[config.mk]
export PLATFORM = sky130hd
export DESIGN_NAME = cbor_item_head_encoder
export DESIGN_NICKNAME = d
export VERILOG_FILES = /design/src/rtl/cbor_enc_pkg.sv /design/src/rtl/cbor_enc_front.sv /design/src/rtl/cbor_enc_queue.sv /design/src/rtl/cbor_enc_back.sv /design/src/rtl/cbor_item_head_encoder.sv
export VERILOG_INCLUDE_DIRS = /design/src /design/src/rtl
export SDC_FILE = /design/constraint.sdc
export NUM_CORES = 1
export LEC_CHECK = 0
export ABC_AREA = 1
export CORE_ASPECT_RATIO = 0.6
export CORE_UTILIZATION = 30
export CTS_BUF_LIST = sky130_fd_sc_hd__clkbuf_8
export CTS_CLUSTER_SIZE = 10
export DETAILED_ROUTE_END_ITERATION = 12
export DONT_BUFFER_PORTS = 1
export GPL_TIMING_DRIVEN = 0
export PLACE_DENSITY = 0.46
export SLEW_MARGIN = 5
export SYNTH_ARGS = -nofsm -noshare
export SYNTH_HDL_FRONTEND = slang
export SYNTH_SLANG_ARGS = --single-unit
[constraint.sdc]
create_clock -name i_clk -period 7.6 [get_ports i_clk]
set_input_delay 1.14 -clock i_clk [delete_from_list [all_inputs] [get_ports i_clk]]
set_output_delay 1.14 -clock i_clk [all_outputs]
set_load 0.01 [all_outputs]
[src/rtl/cbor_item_head_encoder_defines.svh]
// Assertion macros shared by the encoder RTL.
// Checks are compiled only when SYNTHESIS is not defined.
`ifndef CBOR_ITEM_HEAD_ENCODER_DEFINES_SVH
`define CBOR_ITEM_HEAD_ENCODER_DEFINES_SVH

`ifndef SYNTHESIS
`define CIE_ASSERT(label, clk, rst_n, prop) \
    label: assert property (@(posedge clk) disable iff (!rst_n) prop) \
        else $error("cbor encoder assertion failed");
`define CIE_NEVER(label, clk, rst_n, expr) \
    label: assert property (@(posedge clk) disable iff (!rst_n) !(expr)) \
        else $error("cbor encoder forbidden condition");
`else
`define CIE_ASSERT(label, clk, rst_n, prop)
`define CIE_NEVER(label, clk, rst_n, expr)
`endif

`endif

[src/rtl/cbor_enc_pkg.sv]
`timescale 1ns / 1ps
package cbor_enc_pkg;

    // Position and length counters
    localparam int POS_W = 17;
    localparam logic [POS_W-1:0] BUFFER_LIMIT = 17'h10000;
    localparam logic [POS_W-1:0] BUFFER_SIZE_RESET = 17'h10000;

    // Argument bytes after the head byte: 0, 1, 2, 4 or 8
    localparam int FOLLOW_W = 4;
    localparam logic [FOLLOW_W-1:0] MAX_FOLLOW = 4'd8;

    // Command queue between front and back
    localparam int QUEUE_DEPTH = 4;
    localparam int QUEUE_PTR_W = $clog2(QUEUE_DEPTH);

    // Operation codes
    localparam logic [1:0] OP_HEAD    = 2'd0;
    localparam logic [1:0] OP_PAYLOAD = 2'd1;
    localparam logic [1:0] OP_RESTART = 2'd2;

    // Status codes
    localparam logic [1:0] ST_OK      = 2'd0;
    localparam logic [1:0] ST_OVERRUN = 2'd1;
    localparam logic [1:0] ST_DROPPED = 2'd2;

    // Major types with special handling
    localparam logic [2:0] MT_NEG_INT = 3'd1;
    localparam logic [2:0] MT_BYTES   = 3'd2;
    localparam logic [2:0] MT_TEXT    = 3'd3;

    // Additional info codes
    localparam logic [4:0] AI_ONE_BYTE   = 5'd24;
    localparam logic [4:0] AI_TWO_BYTES  = 5'd25;
    localparam logic [4:0] AI_FOUR_BYTES = 5'd26;
    localparam logic [4:0] AI_EIGHT_BYTES = 5'd27;
    localparam logic [4:0] AI_INDEFINITE = 5'd31;

    typedef struct packed {
        logic [1:0]  op;
        logic [2:0]  major;
        logic [63:0] argument;
        logic        indefinite;
        logic [7:0]  payload_byte;
    } t_in_item;

    typedef struct packed {
        logic [7:0] out_byte;
        logic       has_byte;
        logic [1:0] status;
        logic       last;
    } t_out_item;

    // One classified item: the first beat plus the argument bytes to follow
    typedef struct packed {
        logic [7:0]          first_byte;
        logic                has_byte;
        logic [1:0]          status;
        logic [FOLLOW_W-1:0] follow;
        logic [63:0]         arg;
    } t_cmd;

endpackage

[src/rtl/cbor_enc_front.sv]
`timescale 1ns / 1ps
`include "cbor_item_head_encoder_defines.svh"
module cbor_enc_front (
    input  logic                           i_clk,
    input  logic                           i_rst_n,
    input  logic                           i_cfg_valid,
    input  logic [cbor_enc_pkg::POS_W-1:0] i_cfg_data,
    input  logic                           i_accept,
    input  cbor_enc_pkg::t_in_item         i_item,
    output cbor_enc_pkg::t_cmd             o_cmd
);

    logic [cbor_enc_pkg::POS_W-1:0] r_buffer_size;
    logic [cbor_enc_pkg::POS_W-1:0] r_wp, n_wp;
    logic [cbor_enc_pkg::POS_W-1:0] r_pr, n_pr;

    logic [63:0]                         arg_eff;
    logic [4:0]                          info;
    logic [cbor_enc_pkg::FOLLOW_W-1:0]   follow;
    logic                                is_str;
    logic                                too_long;
    logic [cbor_enc_pkg::POS_W-1:0]      payload;
    logic [cbor_enc_pkg::POS_W-1:0]      size;
    logic [cbor_enc_pkg::POS_W-1:0]      space;
    logic [cbor_enc_pkg::POS_W:0]        total;
    logic                                overrun;

    always_comb begin
        arg_eff = (i_item.major == cbor_enc_pkg::MT_NEG_INT) ?
                  ~i_item.argument : i_item.argument;

        // Shortest additional info
        if (i_item.indefinite) begin
            info   = cbor_enc_pkg::AI_INDEFINITE;
            follow = '0;
        end else if (|arg_eff[63:32]) begin
            info   = cbor_enc_pkg::AI_EIGHT_BYTES;
            follow = 4'd8;
        end else if (|arg_eff[31:16]) begin
            info   = cbor_enc_pkg::AI_FOUR_BYTES;
            follow = 4'd4;
        end else if (|arg_eff[15:8]) begin
            info   = cbor_enc_pkg::AI_TWO_BYTES;
            follow = 4'd2;
        end else if (arg_eff[7:0] >= 8'd24) begin
            info   = cbor_enc_pkg::AI_ONE_BYTE;
            follow = 4'd1;
        end else begin
            info   = arg_eff[4:0];
            follow = '0;
        end

        is_str   = !i_item.indefinite &&
                   (i_item.major == cbor_enc_pkg::MT_BYTES ||
                    i_item.major == cbor_enc_pkg::MT_TEXT);
        too_long = is_str && (|arg_eff[63:cbor_enc_pkg::POS_W]);
        payload  = is_str ? arg_eff[cbor_enc_pkg::POS_W-1:0] : '0;

        size  = (r_buffer_size > cbor_enc_pkg::BUFFER_LIMIT) ?
                cbor_enc_pkg::BUFFER_LIMIT : r_buffer_size;
        space = (r_wp < size) ? size - r_wp : '0;
        total = {1'b0, payload} + (cbor_enc_pkg::POS_W+1)'(follow)
                + (cbor_enc_pkg::POS_W+1)'(1);
        overrun = too_long || (total > {1'b0, space});

        n_wp  = r_wp;
        n_pr  = r_pr;
        o_cmd = '0;
        o_cmd.status = cbor_enc_pkg::ST_OK;
        case (i_item.op)
            cbor_enc_pkg::OP_HEAD: begin
                if (overrun) begin
                    o_cmd.status = cbor_enc_pkg::ST_OVERRUN;
                end else begin
                    o_cmd.first_byte = {i_item.major, info};
                    o_cmd.has_byte   = 1'b1;
                    o_cmd.follow     = follow;
                    o_cmd.arg        = arg_eff;
                    n_wp = r_wp + total[cbor_enc_pkg::POS_W-1:0];
                    n_pr = payload;
                end
            end
            cbor_enc_pkg::OP_PAYLOAD: begin
                if (r_pr != '0) begin
                    o_cmd.first_byte = i_item.payload_byte;
                    o_cmd.has_byte   = 1'b1;
                    n_pr = r_pr - 1'b1;
                end else begin
                    o_cmd.status = cbor_enc_pkg::ST_DROPPED;
                end
            end
            cbor_enc_pkg::OP_RESTART: begin
                n_wp = '0;
                n_pr = '0;
            end
            default: begin
            end
        endcase
    end

    always_ff @(posedge i_clk) begin
        if (!i_rst_n) begin
            r_buffer_size <= cbor_enc_pkg::BUFFER_SIZE_RESET;
            r_wp          <= '0;
            r_pr          <= '0;
        end else begin
            if (i_cfg_valid) begin
                r_buffer_size <= i_cfg_data;
            end
            if (i_accept) begin
                r_wp <= n_wp;
                r_pr <= n_pr;
            end
        end
    end

    `CIE_NEVER(a_wp_in_range, i_clk, i_rst_n, r_wp > cbor_enc_pkg::BUFFER_LIMIT)
    `CIE_NEVER(a_pr_reserved, i_clk, i_rst_n, r_pr > r_wp)

endmodule

[src/rtl/cbor_enc_queue.sv]
`timescale 1ns / 1ps
`include "cbor_item_head_encoder_defines.svh"
module cbor_enc_queue (
    input  logic               i_clk,
    input  logic               i_rst_n,
    input  logic               i_push,
    input  cbor_enc_pkg::t_cmd i_push_data,
    output logic               o_full,
    output logic               o_valid,
    input  logic               i_pop,
    output cbor_enc_pkg::t_cmd o_pop_data
);

    cbor_enc_pkg::t_cmd r_mem [cbor_enc_pkg::QUEUE_DEPTH];
    logic [cbor_enc_pkg::QUEUE_PTR_W-1:0] r_wr_ptr;
    logic [cbor_enc_pkg::QUEUE_PTR_W-1:0] r_rd_ptr;
    logic [cbor_enc_pkg::QUEUE_PTR_W:0]   r_count;

    assign o_full     = (r_count == (cbor_enc_pkg::QUEUE_PTR_W+1)'(cbor_enc_pkg::QUEUE_DEPTH));
    assign o_valid    = (r_count != '0);
    assign o_pop_data = r_mem[r_rd_ptr];

    always_ff @(posedge i_clk) begin
        if (i_push) begin
            r_mem[r_wr_ptr] <= i_push_data;
        end
    end

    always_ff @(posedge i_clk) begin
        if (!i_rst_n) begin
            r_wr_ptr <= '0;
            r_rd_ptr <= '0;
            r_count  <= '0;
        end else begin
            if (i_push) begin
                r_wr_ptr <= r_wr_ptr + 1'b1;
            end
            if (i_pop) begin
                r_rd_ptr <= r_rd_ptr + 1'b1;
            end
            if (i_push && !i_pop) begin
                r_count <= r_count + 1'b1;
            end else if (i_pop && !i_push) begin
                r_count <= r_count - 1'b1;
            end
        end
    end

    `CIE_NEVER(a_count_bound, i_clk, i_rst_n, r_count > (cbor_enc_pkg::QUEUE_PTR_W+1)'(cbor_enc_pkg::QUEUE_DEPTH))
    `CIE_ASSERT(a_pop_nonempty, i_clk, i_rst_n, i_pop |-> r_count != '0)

endmodule

[src/rtl/cbor_enc_back.sv]
`timescale 1ns / 1ps
`include "cbor_item_head_encoder_defines.svh"
module cbor_enc_back (
    input  logic                      i_clk,
    input  logic                      i_rst_n,
    input  logic                      i_q_valid,
    input  cbor_enc_pkg::t_cmd        i_q_data,
    output logic                      o_q_pop,
    output logic                      o_valid,
    input  logic                      i_ready,
    output cbor_enc_pkg::t_out_item   o_item
);

    logic                              r_out_valid, n_out_valid;
    cbor_enc_pkg::t_out_item           r_out, n_out;
    logic [cbor_enc_pkg::FOLLOW_W-1:0] r_cnt, n_cnt;
    logic [63:0]                       r_sh, n_sh;
    logic                              load;

    assign o_valid = r_out_valid;
    assign o_item  = r_out;
    assign load    = !r_out_valid || i_ready;
    assign o_q_pop = load && (r_cnt == '0) && i_q_valid;

    always_comb begin
        n_out_valid = r_out_valid;
        n_out       = r_out;
        n_cnt       = r_cnt;
        n_sh        = r_sh;
        if (load) begin
            if (r_cnt != '0) begin
                // Shift out the next argument byte, MSB first
                n_out_valid     = 1'b1;
                n_out.out_byte  = r_sh[63:56];
                n_out.has_byte  = 1'b1;
                n_out.status    = cbor_enc_pkg::ST_OK;
                n_out.last      = (r_cnt == 4'd1);
                n_sh            = {r_sh[55:0], 8'h00};
                n_cnt           = r_cnt - 1'b1;
            end else if (i_q_valid) begin
                n_out_valid     = 1'b1;
                n_out.out_byte  = i_q_data.first_byte;
                n_out.has_byte  = i_q_data.has_byte;
                n_out.status    = i_q_data.status;
                n_out.last      = (i_q_data.follow == '0);
                n_cnt           = i_q_data.follow;
                case (i_q_data.follow)
                    4'd1:    n_sh = {i_q_data.arg[7:0], 56'h0};
                    4'd2:    n_sh = {i_q_data.arg[15:0], 48'h0};
                    4'd4:    n_sh = {i_q_data.arg[31:0], 32'h0};
                    default: n_sh = i_q_data.arg;
                endcase
            end else begin
                n_out_valid = 1'b0;
            end
        end
    end

    always_ff @(posedge i_clk) begin
        if (!i_rst_n) begin
            r_out_valid <= 1'b0;
            r_cnt       <= '0;
        end else begin
            r_out_valid <= n_out_valid;
            r_cnt       <= n_cnt;
        end
        r_out <= n_out;
        r_sh  <= n_sh;
    end

    `CIE_ASSERT(a_more_bytes_pending, i_clk, i_rst_n, (r_out_valid && !r_out.last) |-> r_cnt != '0)
    `CIE_NEVER(a_cnt_bound, i_clk, i_rst_n, r_cnt > cbor_enc_pkg::MAX_FOLLOW)

endmodule

[src/rtl/cbor_item_head_encoder.sv]
`timescale 1ns / 1ps
// CBOR item head encoder. Each input beat is a head, a string payload byte
// or a restart; each output beat is one byte slot with its status and a last
// flag closing the results of one input. A head produces 1 + N output beats,
// N being 0, 1, 2, 4 or 8 big-endian argument bytes; an overrun, payload
// byte, restart or unknown op produces one beat. The output runs at one beat
// per cycle while i_out_ready is high. The front classifies an input in the
// cycle it is accepted, updates the write position and pending payload count
// at once, and pushes one command into a 4-entry queue, so inputs are taken
// every cycle while the queue has room; the back serializes argument bytes
// through a shift register into the output register. An accepted input is
// registered in the queue and then in the output register. The buffer size
// register may be written at any idle time; sizes above 65536 are limited to
// 65536. o_cfg_ready is always high.
module cbor_item_head_encoder (
    input  logic                           i_clk,
    input  logic                           i_rst_n,
    input  logic                           i_cfg_valid,
    output logic                           o_cfg_ready,
    input  logic [cbor_enc_pkg::POS_W-1:0] i_cfg_data,
    input  logic                           i_in_valid,
    output logic                           o_in_ready,
    input  cbor_enc_pkg::t_in_item         i_in_item,
    output logic                           o_out_valid,
    input  logic                           i_out_ready,
    output cbor_enc_pkg::t_out_item        o_out_item
);

    cbor_enc_pkg::t_cmd cmd;
    cbor_enc_pkg::t_cmd q_data;
    logic               q_full;
    logic               q_valid;
    logic               q_pop;
    logic               accept;

    // Take a beat whenever the queue has a free slot
    assign o_cfg_ready = 1'b1;
    assign o_in_ready  = !q_full;
    assign accept      = i_in_valid && !q_full;

    cbor_enc_front u_front (
        .i_clk       (i_clk),
        .i_rst_n     (i_rst_n),
        .i_cfg_valid (i_cfg_valid),
        .i_cfg_data  (i_cfg_data),
        .i_accept    (accept),
        .i_item      (i_in_item),
        .o_cmd       (cmd)
    );

    cbor_enc_queue u_queue (
        .i_clk       (i_clk),
        .i_rst_n     (i_rst_n),
        .i_push      (accept),
        .i_push_data (cmd),
        .o_full      (q_full),
        .o_valid     (q_valid),
        .i_pop       (q_pop),
        .o_pop_data  (q_data)
    );

    cbor_enc_back u_back (
        .i_clk     (i_clk),
        .i_rst_n   (i_rst_n),
        .i_q_valid (q_valid),
        .i_q_data  (q_data),
        .o_q_pop   (q_pop),
        .o_valid   (o_out_valid),
        .i_ready   (i_out_ready),
        .o_item    (o_out_item)
    );

endmodule

==> flow_summary_export.csv <==
group,metric,value,unit
route,wl_per_cell,24.3,um
power_and_ir_drop,irDropWorstVdd,0.161,mV
layout,layout-drive-gt1-share,8.01,%
clocking,htreeDepth,3,
synthesis,ys_types,54,
clocking,numClockSinks,457,
critical_path,reg2reg_depth,32,
min_path,min_path_cells,2,
timing,drv_slew,0,
route,firstDrtPassIters,7,
synthesis,synthCells,2408,
die,rows,78,
clocking,path_clk_slew,0.07,ns
critical_path,timing.rr.start,"u_front.r_buffer_size[9]",
placed_design,preCtsSetupSlack,-0.907,ns
synthesis,synth_area,0.0229,mm2
critical_path,worstSetupEndpointType,"register",
grt,grt_pass1_vias,17400,
layout,final_cell_mix,"nand2_1 (464), edfxtp_1 (392), nor2_1 (308)",
placed_design,place_congestion,0.930,
grt,antenna_found_initial,9,
clocking,numCtsBuffers,74,
layout,layout.area.seq,0.0131,mm2
critical_path,cp_slowest_cell,"xor2_1",
grt,grt_max_degree,25,
min_path,hold_start,"u_front.r_pr[7]",
power_and_ir_drop,power.density,347,mW/mm2
min_path,hold_class,"register to register",
clocking,clockBufferDepth,3,
outcome,status,"complete, no violations",
layout,final_common_cell,"nand2_1",
timing,hold_viol_final,0,
synthesis,avgSynthCellArea,9.50,um2
route,ant_nets,0,
critical_path,arrival,7.58,ns
route,wirelength,86700,um
placed_design,hpwl,65900,um
synthesis,yosys_most_used_dff,"edfxtp_1",
timing,period_minus_slack,7.13,ns
grt,grt_pass1_wl,123000,um
timing,fin_tns_setup,0,ns
timing,setup_slack,0.468,ns
timing,setup_violations,0,
layout,multiInputGateArea,0.00867,mm2
layout,nFillCells,7758,
critical_path,r2r-end,"u_queue.r_mem[1][75]",
placed_design,port_buffers,0,
die,core_area,0.0755,mm2
die,die-area,0.0774,mm2
clocking,cts_hold_buf,0,
clocking,cts_root_buffer,"clkbuf_8",
critical_path,slowest_delay,0.41,ns
synthesis,async_flop_share,0,%
die,die_y,216,um
timing,max_freq,0.140,GHz
critical_path,worstPathMaxFanout,10,
layout,syn2layout_area_growth,14.3,%
synthesis,ys_warn_count,0,
route,drt_iter0_markers,2234,
timing,tightestPinTransition,1.11,ns
timing,finalCritPeriodShare,93.8,%
critical_path,path_class,"primary input to register",
die,dieWidth,359,um
clocking,clkLatencyLatePin,0.72,ns
synthesis,synth-edff-count,392,
grt,grt_util_all_layers,22.3,%
route,drc,0,
power_and_ir_drop,leakagePower,10.0,nW
critical_path,crit_top_cell,"nand2_1",
job,cap_violations,0,
timing,slew_headroom,25.1,%
layout,fin_nets,2672,
synthesis,syn_nets,2578,
die,io_pins,115,
synthesis,ys_seq_elements,457,
critical_path,critPathLaunchType,"primary input",
clocking,cts_tree,"built",
timing,rsz0062_at_grt,"no",
min_path,worstHoldEndpoint,"u_front.r_pr[7]",
critical_path,cp_data_required_time,8.05,ns
critical_path,regToRegSetupSlack,0.94,ns
synthesis,synth_seq_area_share,57.1,%
die,start_util,30.3,%
grt,overflow,0,
timing,finClkSkew,0.0604,ns
route,dr_total_vias,18500,
route,post_drt_via_cell_ratio,5.19,
[stage by stage]
stage	power [mW]	utilization (%)	std cells	hold slack, ns	cell area, um2
floorplan	5.37	-	2408	0.436	22900
global placement	6.78	31.9	3408	0.447	24100
detailed placement	6.84	32.5	3426	0.465	24600
CTS	9.03	34.5	3560	0.475	26000
global route	9.48	34.6	3561	0.497	26100
finish	9.07	34.6	3569	0.472	26200
[state kept, by name, indices dropped and copies added (netlist names), named ones only]
register	flops
u_queue.r_count	3
u_queue.r_mem	316
u_back.r_sh	64
u_back.r_cnt	4
u_back.o_item	12
u_back.o_valid	1
u_queue.r_wr_ptr	2
u_front.r_buffer_size	17
u_front.r_wp	17
u_queue.r_rd_ptr	2
u_front.r_pr	17
[critical path, delay by kind of cell]
kind	cells	cell delay (ns)
AO/OA/AOI/OAI	3	0.52
adder cells (fa/ha/maj)	2	0.56
buffers and inverters	6	1.13
AND/OR/NAND/NOR	27	3.79
XOR/XNOR	1	0.41
[cells in the mapped netlist, types with 3 or more instances]
master	instances	area share [%]
nand2_1	464	7.6
edfxtp_1	392	51
nor2_1	319	5.2
inv_1	197	3.2
o21ai_0	194	4.2
a21oi_1	172	3.8
nand3_1	104	2.3
clkbuf_1	85	1.4
ha_1	66	3.6
dfxtp_1	65	5.7
o22ai_1	43	1.2
xor2_1	36	1.4
xnor2_1	31	1.2
o211ai_1	26	0.85
nand3b_1	23	0.75
nor3_1	22	0.48
a32o_1	20	0.87
or2_2	18	0.49
a31oi_1	15	0.41
nand4_1	11	0.30
buf_1	10	0.16
buf_2	9	0.20
buf_6	8	0.39
a22oi_1	6	0.20
o221ai_1	6	0.23
a32oi_1	5	0.19
buf_4	5	0.16
nand2_2	5	0.14
a22o_1	4	0.15
clkinv_1	4	0.066
fa_1	4	0.35
o21ai_1	4	0.088
a21boi_0	3	0.098
inv_2	3	0.049
nand3_2	3	0.13
nor4_1	3	0.082
[worst max path at each step]
| stage | end | from | cells past startpoint | slack, ns |
|---|---|---|---|---|
| finish | u_queue.r_mem[1][75] | i_in_item[73] | 39 | 0.47 |
| global route | u_queue.r_mem[2][54] | i_in_item[73] | 33 | 0.03 |
| CTS | u_queue.r_mem[1][31] | i_in_item[73] | 32 | 0.01 |
| detailed placement | u_queue.r_mem[2][38] | i_in_item[73] | 28 | -0.91 |
| global placement | u_queue.r_mem[3][57] | i_in_valid | 2 | -1.38 |
| floorplan | u_back.r_cnt[2] | i_out_ready | 5 | 1.59 |
[logic make-up after synthesis]
group                    Yosys count  share of synthesized area (%)
adder cells (fa/ha/maj)           70                           3.96
other                              1                         0.0164
flip-flops                       457                           57.1
buffers and inverters            321                           5.66
AND/OR/NAND/NOR                  982                           18.0
AO/OA/AOI/OAI                    510                           12.7
XOR/XNOR                          67                           2.56
[where the power goes]
| group | internal, mW | leakage (nW) | switching [mW] |
|---|---|---|---|
| clock | 1.10 | 0.810 | 1.08 |
| sequential | 3.36 | 4.31 | 0.161 |
| combinational | 0.864 | 4.93 | 2.49 |
| total | 5.33 | 10.0 | 3.74 |
[what timing repair did]
action | 4_1_cts | 5_1_grt
buffers inserted | 0 | 0
setup endpoints to repair | 12 | 263
gates resized for setup | 3 | 34
hold endpoints to repair | 0 | 0
[per-layer routing]
metal	wire, um	share of wire, %	track usage, %
met5	13	0.015	0
met4	1240	1.4	4.51
met3	10300	12	8.36
met2	32200	37	27.9
met1	42900	50	35.1
[final cells by class]
cell class / instances / share of cell area, %
buffer: 117 / 2.04
antenna: 9 / 0.0861
clock inverter: 55 / 1.31
tap: 1000 / 4.78
inverter: 204 / 2.93
multi-input combinational: 1630 / 33.1
clock buffer: 79 / 4.16
sequential: 457 / 50.0
timing repair buffer: 18 / 1.58
Note: power is estimated with default switching activity, not from simulation.
